$ cat src/rtl/sthg_pkg.sv
// Shared types and constants of the stencil histogram traffic generator.
`default_nettype none
package sthg_pkg;

	localparam int RAND_BITS   = 32;
	localparam int LIMIT_BITS  = 16;
	localparam int MESH_BITS   = 11;
	localparam int CORNER_BITS = 30;
	localparam int ADDR_BITS   = 34;
	localparam int IDX_BITS    = ADDR_BITS - 3;
	localparam int PLANE_BITS  = 2 * MESH_BITS;

	localparam int CFG_INDEX_BITS = 3;
	localparam int CFG_DATA_BITS  = CORNER_BITS;

	localparam logic [CFG_INDEX_BITS-1:0] REG_ITER_LIMIT   = 3'd0;
	localparam logic [CFG_INDEX_BITS-1:0] REG_MESH_X       = 3'd1;
	localparam logic [CFG_INDEX_BITS-1:0] REG_MESH_Y       = 3'd2;
	localparam logic [CFG_INDEX_BITS-1:0] REG_HISTO_SLOTS  = 3'd3;
	localparam logic [CFG_INDEX_BITS-1:0] REG_BEGIN_CORNER = 3'd4;
	localparam logic [CFG_INDEX_BITS-1:0] REG_END_CORNER   = 3'd5;

	localparam logic [LIMIT_BITS-1:0]  ITER_LIMIT_RESET   = 16'd1;
	localparam logic [MESH_BITS-1:0]   MESH_X_RESET       = 11'd32;
	localparam logic [MESH_BITS-1:0]   MESH_Y_RESET       = 11'd32;
	localparam logic [MESH_BITS-1:0]   HISTO_SLOTS_RESET  = 11'd32;
	localparam logic [CORNER_BITS-1:0] BEGIN_CORNER_RESET = 30'd1049601;
	localparam logic [CORNER_BITS-1:0] END_CORNER_RESET   = 30'd31488030;

	// request slots of one stencil run
	localparam int STEP_BITS = 3;
	localparam logic [STEP_BITS-1:0] STEP_CENTER = 3'd0;
	localparam logic [STEP_BITS-1:0] STEP_XP     = 3'd1;
	localparam logic [STEP_BITS-1:0] STEP_XM     = 3'd2;
	localparam logic [STEP_BITS-1:0] STEP_YP     = 3'd3;
	localparam logic [STEP_BITS-1:0] STEP_YM     = 3'd4;
	localparam logic [STEP_BITS-1:0] STEP_ZP     = 3'd5;
	localparam logic [STEP_BITS-1:0] STEP_ZM     = 3'd6;
	localparam logic [STEP_BITS-1:0] STEP_HISTO  = 3'd7;

	// remainder unit: dividend bits retired per cycle
	localparam int MOD_STEP_BITS = 4;
	localparam int MOD_ITERS     = RAND_BITS / MOD_STEP_BITS;

	localparam int QUEUE_DEPTH = 2;

	typedef logic [IDX_BITS-1:0]  idx_t;
	typedef logic [ADDR_BITS-1:0] addr_t;

	typedef struct packed {
		logic [LIMIT_BITS-1:0]  iteration_limit;
		logic [MESH_BITS-1:0]   mesh_x;
		logic [MESH_BITS-1:0]   mesh_y;
		logic [MESH_BITS-1:0]   histo_slots;
		logic [CORNER_BITS-1:0] begin_corner;
		logic [CORNER_BITS-1:0] end_corner;
	} cfg_regs_t;

endpackage
`default_nettype wire

$ cat src/rtl/sthg_mod.sv
// Multi-cycle remainder unit: random word modulo histogram slot count.
`default_nettype none
module sthg_mod (
	input  wire logic                            clk,
	input  wire logic                            arst_n,
	input  wire logic                            start,
	input  wire logic [sthg_pkg::RAND_BITS-1:0]  dividend,
	input  wire logic [sthg_pkg::MESH_BITS-1:0]  divisor,
	output logic                                 done,
	output logic [sthg_pkg::MESH_BITS-1:0]       rem
);
	import sthg_pkg::*;

	localparam int CNT_BITS = $clog2(MOD_ITERS);

	logic [RAND_BITS-1:0] num_q;
	logic [MESH_BITS-1:0] den_q;
	logic [MESH_BITS-1:0] rem_q;
	logic [CNT_BITS-1:0]  cnt_q;
	logic                 busy_q;
	logic                 done_q;
	logic [MESH_BITS-1:0] rem_next;

	// restoring steps, one dividend bit each
	always_comb begin
		logic [MESH_BITS:0]   t;
		logic [MESH_BITS-1:0] r;
		r = rem_q;
		for (int i = 0; i < MOD_STEP_BITS; i++) begin
			t = {r, num_q[RAND_BITS-1-i]};
			if (t >= {1'b0, den_q})
				t = t - {1'b0, den_q};
			r = t[MESH_BITS-1:0];
		end
		rem_next = r;
	end

	always_ff @(posedge clk or negedge arst_n) begin
		if (!arst_n) begin
			busy_q <= 1'b0;
			done_q <= 1'b0;
			cnt_q  <= '0;
		end else if (start) begin
			busy_q <= 1'b1;
			done_q <= 1'b0;
			cnt_q  <= '0;
		end else if (busy_q) begin
			cnt_q <= cnt_q + 1'b1;
			if (cnt_q == CNT_BITS'(MOD_ITERS - 1)) begin
				busy_q <= 1'b0;
				done_q <= 1'b1;
			end
		end
	end

	always_ff @(posedge clk) begin
		if (start) begin
			num_q <= dividend;
			den_q <= divisor;
			rem_q <= '0;
		end else if (busy_q) begin
			num_q <= num_q << MOD_STEP_BITS;
			rem_q <= rem_next;
		end
	end

	assign done = done_q;
	// zero slots sends the write to slot 0
	assign rem  = (den_q == '0) ? '0 : rem_q;

endmodule
`default_nettype wire

$ cat src/rtl/sthg_queue.sv
// Short command queue between the walk front end and the request back end.
`default_nettype none
module sthg_queue #(
	parameter int WIDTH = 8
) (
	input  wire logic             clk,
	input  wire logic             arst_n,
	input  wire logic             push,
	input  wire logic [WIDTH-1:0] push_data,
	input  wire logic             pop,
	output logic                  full,
	output logic                  not_empty,
	output logic [WIDTH-1:0]      head
);
	import sthg_pkg::*;

	localparam int PTR_BITS = $clog2(QUEUE_DEPTH);
	localparam int CNT_BITS = $clog2(QUEUE_DEPTH + 1);

	logic [WIDTH-1:0]    mem_q [QUEUE_DEPTH];
	logic [PTR_BITS-1:0] wr_ptr_q;
	logic [PTR_BITS-1:0] rd_ptr_q;
	logic [CNT_BITS-1:0] count_q;

	always_ff @(posedge clk or negedge arst_n) begin
		if (!arst_n) begin
			wr_ptr_q <= '0;
			rd_ptr_q <= '0;
			count_q  <= '0;
		end else begin
			if (push)
				wr_ptr_q <= (wr_ptr_q == PTR_BITS'(QUEUE_DEPTH - 1)) ? '0 : wr_ptr_q + 1'b1;
			if (pop)
				rd_ptr_q <= (rd_ptr_q == PTR_BITS'(QUEUE_DEPTH - 1)) ? '0 : rd_ptr_q + 1'b1;
			if (push && !pop)
				count_q <= count_q + 1'b1;
			else if (pop && !push)
				count_q <= count_q - 1'b1;
		end
	end

	always_ff @(posedge clk) begin
		if (push)
			mem_q[wr_ptr_q] <= push_data;
	end

	assign full      = (count_q == CNT_BITS'(QUEUE_DEPTH));
	assign not_empty = (count_q != '0);
	assign head      = mem_q[rd_ptr_q];

endmodule
`default_nettype wire

$ cat src/rtl/sthg_front.sv
// Front end: takes random words, advances the mesh walk and sweep state, queues commands.
`default_nettype none
module sthg_front #(
	parameter int COORD_BITS = 10,
	parameter int SLOT_BITS  = 10
) (
	input  wire logic                              clk,
	input  wire logic                              arst_n,
	input  wire sthg_pkg::cfg_regs_t               cfg,
	input  wire logic                              rand_valid,
	output logic                                   rand_ready,
	input  wire logic [sthg_pkg::RAND_BITS-1:0]    rand_word,
	input  wire logic                              queue_full,
	output logic                                   push,
	output logic [1 + sthg_pkg::RAND_BITS + 3 * (COORD_BITS + 1) + SLOT_BITS - 1:0] cmd
);
	import sthg_pkg::*;

	localparam int CW = COORD_BITS + 1;
	localparam int PW = 3 * COORD_BITS;
	localparam logic [PW-1:0] BEG_RST = PW'(BEGIN_CORNER_RESET);

	logic [CW-1:0]         cur_x_q, cur_y_q, cur_z_q;
	logic [LIMIT_BITS-1:0] sweep_q;
	logic [1:0]            sweep_mod3_q;
	logic [SLOT_BITS-1:0]  ptr_q;
	logic                  phase_q;

	logic [PW-1:0] beg_w, end_w;
	logic [CW-1:0] bx, by, bz, ex, ey, ez;
	logic [CW-1:0] wx, wy, wz;
	logic          accept, finished, at_end;
	logic [1:0]    mod3_next;
	logic [SLOT_BITS-1:0] ptr_inc;

	assign beg_w = PW'(cfg.begin_corner);
	assign end_w = PW'(cfg.end_corner);
	assign bx = CW'(beg_w[0 +: COORD_BITS]);
	assign by = CW'(beg_w[COORD_BITS +: COORD_BITS]);
	assign bz = CW'(beg_w[2*COORD_BITS +: COORD_BITS]);
	assign ex = CW'(end_w[0 +: COORD_BITS]);
	assign ey = CW'(end_w[COORD_BITS +: COORD_BITS]);
	assign ez = CW'(end_w[2*COORD_BITS +: COORD_BITS]);

	assign rand_ready = !queue_full;
	assign accept     = rand_valid && rand_ready;
	assign finished   = (sweep_q == cfg.iteration_limit);
	assign at_end     = (cur_x_q == ex) && (cur_y_q == ey) && (cur_z_q == ez);
	assign push       = accept && !finished && !at_end;

	// row and plane wrap before the point is used
	always_comb begin
		wx = cur_x_q;
		wy = cur_y_q;
		wz = cur_z_q;
		if (cur_x_q > ex) begin
			wx = bx;
			if (cur_y_q < ey) begin
				wy = cur_y_q + 1'b1;
			end else begin
				wy = by;
				wz = cur_z_q + 1'b1;
			end
		end
	end

	// sweep count mod 3, with the 16-bit wrap back to zero
	assign mod3_next = (sweep_q == '1) ? 2'd0 :
	                   (sweep_mod3_q == 2'd2) ? 2'd0 : sweep_mod3_q + 2'd1;
	assign ptr_inc   = ptr_q + 1'b1;

	assign cmd = {phase_q, rand_word, wx, wy, wz, ptr_q};

	always_ff @(posedge clk or negedge arst_n) begin
		if (!arst_n) begin
			cur_x_q      <= CW'(BEG_RST[0 +: COORD_BITS]);
			cur_y_q      <= CW'(BEG_RST[COORD_BITS +: COORD_BITS]);
			cur_z_q      <= CW'(BEG_RST[2*COORD_BITS +: COORD_BITS]);
			sweep_q      <= '0;
			sweep_mod3_q <= 2'd0;
			ptr_q        <= '0;
			phase_q      <= 1'b0;
		end else if (accept && !finished) begin
			if (at_end) begin
				sweep_q      <= sweep_q + 1'b1;
				sweep_mod3_q <= mod3_next;
				phase_q      <= (mod3_next == 2'd2);
				ptr_q        <= '0;
				cur_x_q      <= bx;
				cur_y_q      <= by;
				cur_z_q      <= bz;
			end else begin
				cur_x_q <= wx + 1'b1;
				cur_y_q <= wy;
				cur_z_q <= wz;
				if (phase_q) begin
					if ({{MESH_BITS{1'b0}}, ptr_inc} == {{SLOT_BITS{1'b0}}, cfg.histo_slots})
						ptr_q <= '0;
					else
						ptr_q <= ptr_inc;
				end
			end
		end
	end

endmodule
`default_nettype wire

$ cat src/rtl/sthg_back.sv
// Back end: turns queued commands into runs of read and write request words.
`default_nettype none
module sthg_back #(
	parameter int COORD_BITS = 10,
	parameter int SLOT_BITS  = 10
) (
	input  wire logic                              clk,
	input  wire logic                              arst_n,
	input  wire sthg_pkg::cfg_regs_t               cfg,
	input  wire logic                              cmd_valid,
	input  wire logic [1 + sthg_pkg::RAND_BITS + 3 * (COORD_BITS + 1) + SLOT_BITS - 1:0] cmd,
	output logic                                   cmd_pop,
	output logic                                   req_valid,
	input  wire logic                              req_ready,
	output logic                                   is_write,
	output logic [sthg_pkg::ADDR_BITS-1:0]         address,
	output logic                                   after_reads,
	output logic                                   last
);
	import sthg_pkg::*;

	localparam int CW = COORD_BITS + 1;

	localparam logic [1:0] ST_IDLE = 2'd0;
	localparam logic [1:0] ST_MUL  = 2'd1;
	localparam logic [1:0] ST_SUM  = 2'd2;
	localparam logic [1:0] ST_EMIT = 2'd3;

	logic [1:0]           state_q;
	logic [STEP_BITS-1:0] step_q;
	logic                 histo_q, odd_q;
	logic [CW-1:0]        x_q, y_q, z_q;
	logic [SLOT_BITS-1:0] ptr_q;
	logic [PLANE_BITS-1:0] plane_q;
	idx_t                 zp_s1, ym_s1;
	idx_t                 center_q;

	logic                 req_valid_q, is_write_q, after_reads_q, last_q;
	addr_t                address_q;

	logic                 c_histo;
	logic [RAND_BITS-1:0] c_rand;
	logic [CW-1:0]        c_x, c_y, c_z;
	logic [SLOT_BITS-1:0] c_ptr;

	logic [CW+PLANE_BITS-1:0] zp_full;
	logic [CW+MESH_BITS-1:0]  ym_full;

	logic                 div_done;
	logic [MESH_BITS-1:0] slot;

	idx_t  delta, nbr_idx;
	logic  delta_neg;
	logic  n_write, n_dep, n_last;
	addr_t n_addr;
	logic  emit;

	assign {c_histo, c_rand, c_x, c_y, c_z, c_ptr} = cmd;
	assign cmd_pop = (state_q == ST_IDLE) && cmd_valid;

	sthg_mod u_mod (
		.clk      (clk),
		.arst_n   (arst_n),
		.start    (cmd_pop && !c_histo),
		.dividend (c_rand),
		.divisor  (cfg.histo_slots),
		.done     (div_done),
		.rem      (slot)
	);

	assign zp_full = z_q * plane_q;
	assign ym_full = y_q * cfg.mesh_x;

	// neighbor offsets from the center index
	always_comb begin
		delta     = '0;
		delta_neg = 1'b0;
		case (step_q)
			STEP_CENTER: delta = '0;
			STEP_XP:     delta = idx_t'(1);
			STEP_XM:     begin delta = idx_t'(1);           delta_neg = 1'b1; end
			STEP_YP:     delta = idx_t'(cfg.mesh_x);
			STEP_YM:     begin delta = idx_t'(cfg.mesh_x);  delta_neg = 1'b1; end
			STEP_ZP:     delta = idx_t'(plane_q);
			STEP_ZM:     begin delta = idx_t'(plane_q);     delta_neg = 1'b1; end
			default:     delta = '0;
		endcase
	end

	assign nbr_idx = delta_neg ? center_q - delta : center_q + delta;

	always_comb begin
		n_write = 1'b0;
		n_dep   = 1'b0;
		n_last  = 1'b0;
		n_addr  = {nbr_idx, 3'b000};
		if (histo_q) begin
			if (step_q == STEP_CENTER) begin
				n_addr = addr_t'({ptr_q, 3'b000});
				n_last = !odd_q;
			end else begin
				n_write = 1'b1;
				n_dep   = 1'b1;
				n_last  = 1'b1;
				n_addr  = {center_q, 3'b000};
			end
		end else if (step_q == STEP_HISTO) begin
			n_write = 1'b1;
			n_dep   = 1'b1;
			n_last  = 1'b1;
			n_addr  = addr_t'({slot, 3'b000});
		end
	end

	assign emit = (state_q == ST_EMIT) && (!req_valid_q || req_ready) &&
	              (histo_q || step_q != STEP_HISTO || div_done);

	always_ff @(posedge clk or negedge arst_n) begin
		if (!arst_n) begin
			state_q     <= ST_IDLE;
			step_q      <= STEP_CENTER;
			req_valid_q <= 1'b0;
		end else begin
			case (state_q)
				ST_IDLE: if (cmd_valid) state_q <= ST_MUL;
				ST_MUL:  state_q <= ST_SUM;
				ST_SUM: begin
					state_q <= ST_EMIT;
					step_q  <= STEP_CENTER;
				end
				ST_EMIT: if (emit) begin
					if (n_last)
						state_q <= ST_IDLE;
					else
						step_q <= step_q + 1'b1;
				end
				default: state_q <= ST_IDLE;
			endcase
			if (emit)
				req_valid_q <= 1'b1;
			else if (req_ready)
				req_valid_q <= 1'b0;
		end
	end

	always_ff @(posedge clk) begin
		plane_q <= cfg.mesh_x * cfg.mesh_y;
		if (cmd_pop) begin
			histo_q <= c_histo;
			odd_q   <= c_rand[0];
			x_q     <= c_x;
			y_q     <= c_y;
			z_q     <= c_z;
			ptr_q   <= c_ptr;
		end
		if (state_q == ST_MUL) begin
			zp_s1 <= idx_t'(zp_full);
			ym_s1 <= idx_t'(ym_full);
		end
		if (state_q == ST_SUM)
			center_q <= idx_t'(cfg.histo_slots) + zp_s1 + ym_s1 + idx_t'(x_q);
		if (emit) begin
			is_write_q    <= n_write;
			address_q     <= n_addr;
			after_reads_q <= n_dep;
			last_q        <= n_last;
		end
	end

	assign req_valid   = req_valid_q;
	assign is_write    = is_write_q;
	assign address     = address_q;
	assign after_reads = after_reads_q;
	assign last        = last_q;

endmodule
`default_nettype wire

$ cat src/rtl/stencil_histogram_traffic_generator.sv
// Top level: configuration registers, walk front end, command queue and request back end.
//
// Each accepted random word advances a walk over a 3D box of a mesh and becomes a run of
// 8-byte requests: seven stencil reads and one histogram write (slot = word mod histo_slots),
// or, in every third sweep, one histogram read and on an odd word one mesh write. The front
// end takes a word per cycle while its two-entry command queue has room; words that emit
// nothing (end of sweep, or all sweeps done) finish there. The back end handles one command
// at a time: it pops a command, forms the center address (multiply, then sum), then emits
// one request per cycle while the request side takes them. The slot remainder comes from a
// 4-bit-per-cycle divider started at pop, which is done before the last request is due.
// Register writes are to be made only while the block is idle; the block itself does not
// enforce it. A corner change takes effect at the next walk step.
`default_nettype none
module stencil_histogram_traffic_generator #(
	parameter int COORD_BITS = 10,
	parameter int SLOT_BITS  = 10
) (
	input  wire logic                                  clk,
	input  wire logic                                  arst_n,
	input  wire logic                                  cfg_write,
	input  wire logic [sthg_pkg::CFG_INDEX_BITS-1:0]   cfg_index,
	input  wire logic [sthg_pkg::CFG_DATA_BITS-1:0]    cfg_data,
	input  wire logic                                  rand_valid,
	output logic                                       rand_ready,
	input  wire logic [sthg_pkg::RAND_BITS-1:0]        rand_word,
	output logic                                       req_valid,
	input  wire logic                                  req_ready,
	output logic                                       is_write,
	output logic [sthg_pkg::ADDR_BITS-1:0]             address,
	output logic                                       after_reads,
	output logic                                       last
);
	import sthg_pkg::*;

	localparam int CMD_W = 1 + RAND_BITS + 3 * (COORD_BITS + 1) + SLOT_BITS;

	cfg_regs_t        cfg_q;
	logic             push, pop, full, not_empty;
	logic [CMD_W-1:0] front_cmd, head_cmd;

	always_ff @(posedge clk or negedge arst_n) begin
		if (!arst_n) begin
			cfg_q.iteration_limit <= ITER_LIMIT_RESET;
			cfg_q.mesh_x          <= MESH_X_RESET;
			cfg_q.mesh_y          <= MESH_Y_RESET;
			cfg_q.histo_slots     <= HISTO_SLOTS_RESET;
			cfg_q.begin_corner    <= BEGIN_CORNER_RESET;
			cfg_q.end_corner      <= END_CORNER_RESET;
		end else if (cfg_write) begin
			case (cfg_index)
				REG_ITER_LIMIT:   cfg_q.iteration_limit <= cfg_data[LIMIT_BITS-1:0];
				REG_MESH_X:       cfg_q.mesh_x          <= cfg_data[MESH_BITS-1:0];
				REG_MESH_Y:       cfg_q.mesh_y          <= cfg_data[MESH_BITS-1:0];
				REG_HISTO_SLOTS:  cfg_q.histo_slots     <= cfg_data[MESH_BITS-1:0];
				REG_BEGIN_CORNER: cfg_q.begin_corner    <= cfg_data[CORNER_BITS-1:0];
				REG_END_CORNER:   cfg_q.end_corner      <= cfg_data[CORNER_BITS-1:0];
				default: ;
			endcase
		end
	end

	sthg_front #(
		.COORD_BITS (COORD_BITS),
		.SLOT_BITS  (SLOT_BITS)
	) u_front (
		.clk        (clk),
		.arst_n     (arst_n),
		.cfg        (cfg_q),
		.rand_valid (rand_valid),
		.rand_ready (rand_ready),
		.rand_word  (rand_word),
		.queue_full (full),
		.push       (push),
		.cmd        (front_cmd)
	);

	sthg_queue #(
		.WIDTH (CMD_W)
	) u_queue (
		.clk       (clk),
		.arst_n    (arst_n),
		.push      (push),
		.push_data (front_cmd),
		.pop       (pop),
		.full      (full),
		.not_empty (not_empty),
		.head      (head_cmd)
	);

	sthg_back #(
		.COORD_BITS (COORD_BITS),
		.SLOT_BITS  (SLOT_BITS)
	) u_back (
		.clk         (clk),
		.arst_n      (arst_n),
		.cfg         (cfg_q),
		.cmd_valid   (not_empty),
		.cmd         (head_cmd),
		.cmd_pop     (pop),
		.req_valid   (req_valid),
		.req_ready   (req_ready),
		.is_write    (is_write),
		.address     (address),
		.after_reads (after_reads),
		.last        (last)
	);

endmodule
`default_nettype wire
$ cat config.mk
export PLATFORM = sky130hd
export DESIGN_NAME = stencil_histogram_traffic_generator
export DESIGN_NICKNAME = d
export VERILOG_FILES = /design/src/rtl/sthg_pkg.sv /design/src/rtl/sthg_mod.sv /design/src/rtl/sthg_queue.sv /design/src/rtl/sthg_front.sv /design/src/rtl/sthg_back.sv /design/src/rtl/stencil_histogram_traffic_generator.sv
export SDC_FILE = /design/constraint.sdc
export NUM_CORES = 2
export LEC_CHECK = 0
export ABC_AREA = 1
export BUFFER_PORTS_ARGS = -buffer_cell sky130_fd_sc_hd__buf_2
export CAP_MARGIN = 20
export CELL_PAD_IN_SITES_DETAIL_PLACEMENT = 0
export CELL_PAD_IN_SITES_GLOBAL_PLACEMENT = 1
export CORE_MARGIN = 1
export CORE_UTILIZATION = 50
export DETAILED_ROUTE_END_ITERATION = 16
export GPL_ROUTABILITY_DRIVEN = 0
export PLACE_DENSITY_LB_ADDON = 0.2
export SLEW_MARGIN = 15
export SYNTH_ARGS = -nofsm -noshare
export SYNTH_HDL_FRONTEND = slang
export SYNTH_SLANG_ARGS = --single-unit
$ cat constraint.sdc
create_clock -name clk -period 9.1 [get_ports clk]
set_input_delay 0 -clock clk [delete_from_list [all_inputs] [get_ports clk]]
set_output_delay 0 -clock clk [all_outputs]
set_load 0.01 [all_outputs]
== Yosys cells after proc, flatten, opt, wreduce, memory -nomap -nowiden ==
Memory sizes are Yosys's and may differ from the RTL's.
Cells that the tools add are included.

* Bits in latches: 0
* Bits in read-only memories: 0
* Memories: 1
* Memory bits (writable): 152
* Bits in registers: 427
* Bits of input ports: 70

{| class="wikitable"
|+ Memory list
! name !! depth !! width !! read ports !! clocked after memory_dff !! wr ports !! RTL line !! source
|-
| u_queue.mem_q || 2 || 76 || 1 || 0 || 1 || sthg_queue.sv:20 || <nowiki>logic [WIDTH-1:0] mem_q [QUEUE_DEPTH];</nowiki>
|}

* Multiply operators: 3
* Multiplexer cells: 54
* Equality and inequality tests: 30
* Bitwise operators: 0
* Shift-type cells: 0
* Divide/modulo/power cells: 0
* $lt $le $gt $ge: 6
* Add/sub/neg operators: 21
* Reduce and logical (&&, ||, !) cells: 48

{| class="wikitable"
|+ Operator list
! operator !! count
|-
| $mux W11 || 13
|-
| $mux W34 || 3
|-
| $pmux W22 S3 || 1
|-
| $mux W32 || 2
|-
| $add A31 B22 Y31 || 2
|-
| $ge A12 B11 Y1 || 4
|-
| $mul A11 B11 Y22 || 2
|-
| $sub A11 B11 Y11 || 4
|-
| $add A11 B1 Y11 const B || 3
|-
| $eq A11 B10 Y1 || 3
|-
| $add A11 B31 Y31 || 1
|-
| $add A31 B11 Y31 || 1
|-
| $mul A11 B22 Y31 || 1
|-
| $mux W31 || 1
|-
| $sub A31 B22 Y31 || 1
|-
| $mux W10 || 3
|-
| $eq A3 B3 Y1 const B || 7
|-
| $mux W1 || 18
|-
| $reduce_and A2 Y1 || 9
|-
| $add A16 B1 Y16 const B || 1
|-
| $eq A16 B16 Y1 || 1
|-
| $eq A16 B16 Y1 const B || 1
|-
| $mux W2 || 7
|-
| $reduce_bool A2 Y1 || 7
|-
| other kinds (27) || 66
|}

== Depth between registers and ports, before layout ==
* Depth after elaboration: 9
* Gate-level depth with buffers: 49

== Cells and area by module ==
Synthesis repeated with hierarchy kept, for this count alone.

* Cells, all modules: 5,521
* Area, all modules: 47,541.8 µm²

{| class="wikitable"
|+ By module, submodules not included
! module !! seq. area each (µm²) !! instances !! area an instance (µm²) !! cells an instance
|-
| sthg_back || 5,455.2 || 1 || 26,814.5 || 3,278
|-
| sthg_queue || 4,664.5 || 1 || 5,826.8 || 262
|-
| sthg_front || 1,555.2 || 1 || 5,459.0 || 773
|-
| sthg_mod || 1,636.6 || 1 || 5,129.9 || 722
|-
| stencil_histogram_traffic_generator || 2,751.4 || 1 || 4,311.6 || 486
|}

== Least setup slack after synthesis ==
No wires, ideal clock.

* Path kind: reg-to-reg
* Start point: register u_back.u_mod.den_q[0]
* End point: register u_back.u_mod.rem_q[3]
* Clock period less this slack: 6.439 ns
* Data arrival time: 6.325 ns
* Library setup time: 0.114 ns
* Path buffers: 4
* Slack: 2.661 ns
* Cell stages (with the launch flop): 46
* Data required time: 8.986 ns
* Cells stage by stage: edfxtp_1 -> ha_1 -> fa_1 -> inv_1 -> nand3_1 -> nand3_1 -> nand2_4 -> nand3_4 -> buf_6 -> nand3_1 -> nand2_1 -> inv_1 -> ha_1 -> inv_1 -> o21ai_0 -> a21oi_1 -> nand4_1 -> nand2_1 -> (+10 left out) -> a21boi_2 -> buf_2 -> nand3_1 -> nand2_1 -> inv_1 -> ha_1 -> nand2_1 -> o21ai_0 -> a21oi_1 -> o21ai_0 -> nand2_1 -> nand3_1 -> inv_1 -> nand3_2 -> buf_6 -> nand2_2 -> nand3_1 -> nand2_1

* Longest elaborated chain between the ends: 8
* Elaborated cells on any way between the ends: 12

{| class="wikitable"
|+ Ends and longest elaborated chain
! element !! RTL line !! source
|-
| start, declared || sthg_mod.sv:17 || <nowiki>logic [MESH_BITS-1:0] den_q;</nowiki>
|-
| start signal, assigned || sthg_mod.sv:59 || <nowiki>den_q <= divisor;</nowiki>
|-
| $sub A11 B11 Y11 / $ge A12 B11 Y1 (equally long branches) || sthg_mod.sv:32, sthg_mod.sv:31 ||
|-
| $mux W11 || sthg_mod.sv:31 || <nowiki>if (t >= {1'b0, den_q})</nowiki>
|-
| $sub A11 B11 Y11 / $ge A12 B11 Y1 (equally long branches) || sthg_mod.sv:32, sthg_mod.sv:31 ||
|-
| $mux W11 || sthg_mod.sv:31 ||
|-
| $sub A11 B11 Y11 / $ge A12 B11 Y1 (equally long branches) || sthg_mod.sv:32, sthg_mod.sv:31 ||
|-
| $mux W11 || sthg_mod.sv:31 ||
|-
| $sub A11 B11 Y11 / $ge A12 B11 Y1 (equally long branches) || sthg_mod.sv:32, sthg_mod.sv:31 ||
|-
| $mux W11 * || sthg_mod.sv:31 ||
|-
| end signal, assigned || sthg_mod.sv:63 || <nowiki>rem_q <= rem_next;</nowiki>
|-
| end, declared || sthg_mod.sv:18 || <nowiki>logic [MESH_BITS-1:0] rem_q;</nowiki>
|}

Mark *: on every way between the ends. The rest lies on a longest branch, timed or not.
A chain may end at the register's enable or synchronous reset.

== Worst setup path after layout ==
* Start point: register u_back.u_mod.den_q[9]
* End point: register u_back.u_mod.rem_q[8]

* Longest elaborated chain between the ends: 8
* Elaborated cells on any way between the ends: 12

{| class="wikitable"
|+ Ends and longest elaborated chain
! element !! RTL line
|-
| $sub A11 B11 Y11 / $ge A12 B11 Y1 (equally long branches) || sthg_mod.sv:32, sthg_mod.sv:31
|-
| $mux W11 || sthg_mod.sv:31
|-
| $sub A11 B11 Y11 / $ge A12 B11 Y1 (equally long branches) || sthg_mod.sv:32, sthg_mod.sv:31
|-
| $mux W11 || sthg_mod.sv:31
|-
| $ge A12 B11 Y1 / $sub A11 B11 Y11 (equally long branches) || sthg_mod.sv:31, sthg_mod.sv:32
|-
| $mux W11 || sthg_mod.sv:31
|-
| $sub A11 B11 Y11 / $ge A12 B11 Y1 (equally long branches) || sthg_mod.sv:32, sthg_mod.sv:31
|-
| $mux W11 * || sthg_mod.sv:31
|}

Marks and branches as above.

==> flow_summary.toml <==
[run_status]
status = "complete, but fails checks"
violations = "hold timing"

[setup_path]
worst_setup_path_end_kind = "flip-flop"
worstSetupStartpointType = "flip-flop"
critPathRequiredTime_ns = 9.62
worst_ep_arrival_time_ns = 8.45
worstPathMaxFanout = 14
slowest_delay_ns = 0.43
slowest_stage = "a21boi_2"
crit_top_cell = "nand2_1"
timing.reg2reg.setup_slack_ns = 1.16
criticalPathCategory = "reg2reg"

[global_routing]
grtUsageTotal_pct = 25.8
overflow = 0
grt_max_degree = 76
grt_pass1_vias = 34100
grt_pass1_wl_mm = 186
grt_antenna_before_repair = 2

[layout]
drive_gt1_share_pct = 7.31
nets = 6019
n_antenna_cell = 0
syn_to_final_growth_pct = 9.93
multi_input_area_um2 = 25200
final-seq-area_um2 = 16100
num-fill-cells = 8239

[route]
wl_mm = 115
first_pass_iters = 7
drc = 0
viasPerCell = 5.26
drt_iter0_markers = 2163
via_count = 34000
avgRoutedWirePerCell_um = 17.8
ant_nets = 0

[cts]
clk_latency_ns = 0.64
cts_setup_buffers = 0
cts_root_buffer = "clkbuf_16"
h-tree-depth = 3
cts_tree = "yes"
cts_buffers = 67
post_cts_resized = 0
cts.sinks = 576
ctsHoldBuffers = 66
clk_path_buf_depth = 3
clk_pin_slew_ns = 0.06

[floorplan]
io_pins = 109
placementRows = 110
start_util_pct = 50.5
dieArea_um2 = 92200
die_x_um = 304
core_um2 = 90000
die_h_um = 304

[synth]
yosysMostFrequentCell = "nand2_1"
synthTopCellsByArea = "edfxtp_1 (24%), fa_1 (16%), nand2_1 (11%)"
yosysWarningCount = 0
ys_ff_latch = 576
synth_edf_count = 357
ys_seq_area_share_pct = 35.3
yosysTopAreaCell = "edfxtp_1"
avgSynthCellArea_um2 = 8.85
ys.flop_type = "edfxtp_1"
synth_cell_types = 70
ys_async_sr_fraction_pct = 32.3
syn_inst = 5138
syn-cell-area_um2 = 45500
ys_top_cells_by_count = "nand2_1 (1,317), inv_1 (915), fa_1 (365)"
synth_top_area_share_pct = 23.6

[timing]
fin_worst_skew_ns = 0.0343
slew_viol_final = 0
fin_ws_ns = 1.16
fmax_mhz = 126
worst_slew_pin_slew_ns = 1.14
final.min_clock_period_ns = 7.94
slew_headroom_pct = 23.5
rsz0062_at_grt = "false"
setup_violations = 0
fin_setup_tns_ns = 0
finalCritPeriodShare_pct = 87.2
hold_viol = 7
whs_ns = -0.0415

[hold_path]
min_path_type = "in2reg"

[placed_design]
place_ws_ns = 1.21
dp_hpwl_mm = 86.7
port-buffer-count = 105

[job]
maxCapViolCount = 0
==> area by class of cell <==
type                            count  area share [%]
Inverter                          933            7.01
Clock buffer                       84            3.60
Clock inverter                     38           0.836
Timing Repair Buffer              206            3.02
Multi-Input combinational cell   3459            50.4
Sequential cell                   576            32.1
Tap cell                         1176            2.94
==> critical path: cells and delay by family, from the launching register on <==
family	cells	cell delay, ns
AO/OA/AOI/OAI	7	1.90
adder cells (fa/ha/maj)	4	1.40
buffers and inverters	7	0.64
flip-flops	1	0.39
AND/OR/NAND/NOR	25	3.48
==> final timing paths <==
| kind | endpoint | start | depth (start not counted) |
|---|---|---|---|
| worst min register to register | u_front.sweep_q[8] | u_front.sweep_q[8] | 1 |
| min in group asynchronous | u_front.cur_x_q[0] | arst_n | 3 |
| worst max register to register | u_back.u_mod.rem_q[8] | u_back.u_mod.den_q[9] | 43 |
| max in group asynchronous | cfg_q[60] | arst_n | 4 |
| worst min-delay path | cfg_q[4] | cfg_index[2] | 5 |
| worst max-delay path | u_back.u_mod.rem_q[8] | u_back.u_mod.den_q[9] | 43 |
==> sequential cells by signal (all words and copies together) (netlist names), 16 cells and up <==
| register | count |
|---|---|
| u_back.ym_s1 | 22 |
| u_back.zp_s1 | 31 |
| u_back.center_q | 31 |
| u_front.sweep_q | 16 |
| u_queue.mem_q | 152 |
| u_back.plane_q | 22 |
| cfg_q | 109 |
| u_back.u_mod.num_q | 32 |
| u_back.address | 31 |
==> per-layer routing <==
layer  vias to the layer above  track usage (%)  part of all wire (%)
met4                         0             5.90                   2.0
li1                      16500                -                     -
met1                     16500             36.5                    46
met5                         -                0                     0
met2                       797             42.1                    46
met3                       146             3.61                   5.3
==> cell families after synthesis <==
group           Yosys count  share of synthesized area [%]
simple gates           1871                           17.4
buf+inv                1107                           9.34
fa+ha+maj               706                           25.5
compound gates          667                           8.38
flops                   576                           35.3
xor+xnor                209                           4.04
other cells               1                        0.00825
mux                       1                         0.0220
==> per-stage QoR <==
stage	cell area, um2	hold slack [ns]	util, %	cells
after floorplan	45500	-0.296	-	5142
after global placement	47000	0.0202	52.2	6278
after detailed placement	47000	0.0200	52.2	6278
after CTS	49900	0.0468	55.4	6466
after global routing	50000	0.0193	55.5	6472
final	50000	-0.0415	55.5	6472
==> placed cells by master (no fill, tap or decap), types with 29 or more instances in the layout <==
| cell | count |
|---|---|
| nand2_1 | 1315 |
| inv_1 | 913 |
| fa_1 | 365 |
| edfxtp_1 | 357 |
| ha_1 | 340 |
| o21ai_0 | 257 |
| a21oi_1 | 216 |
| nor2_1 | 188 |
| dfrtp_1 | 163 |
| nand3_1 | 154 |
| xor2_1 | 127 |
| buf_2 | 104 |
| xnor2_1 | 81 |
| dlygate4sd3_1 | 69 |
| clkbuf_16 | 68 |
| nand4_1 | 59 |
| nor3_1 | 35 |
| a31oi_1 | 35 |
| nand2_2 | 34 |
| dfxtp_1 | 33 |
| buf_4 | 29 |
Power is left out: the tool's default activity adds up to more than one toggle a clock period on the data nets, which glitch-free logic cannot reach.
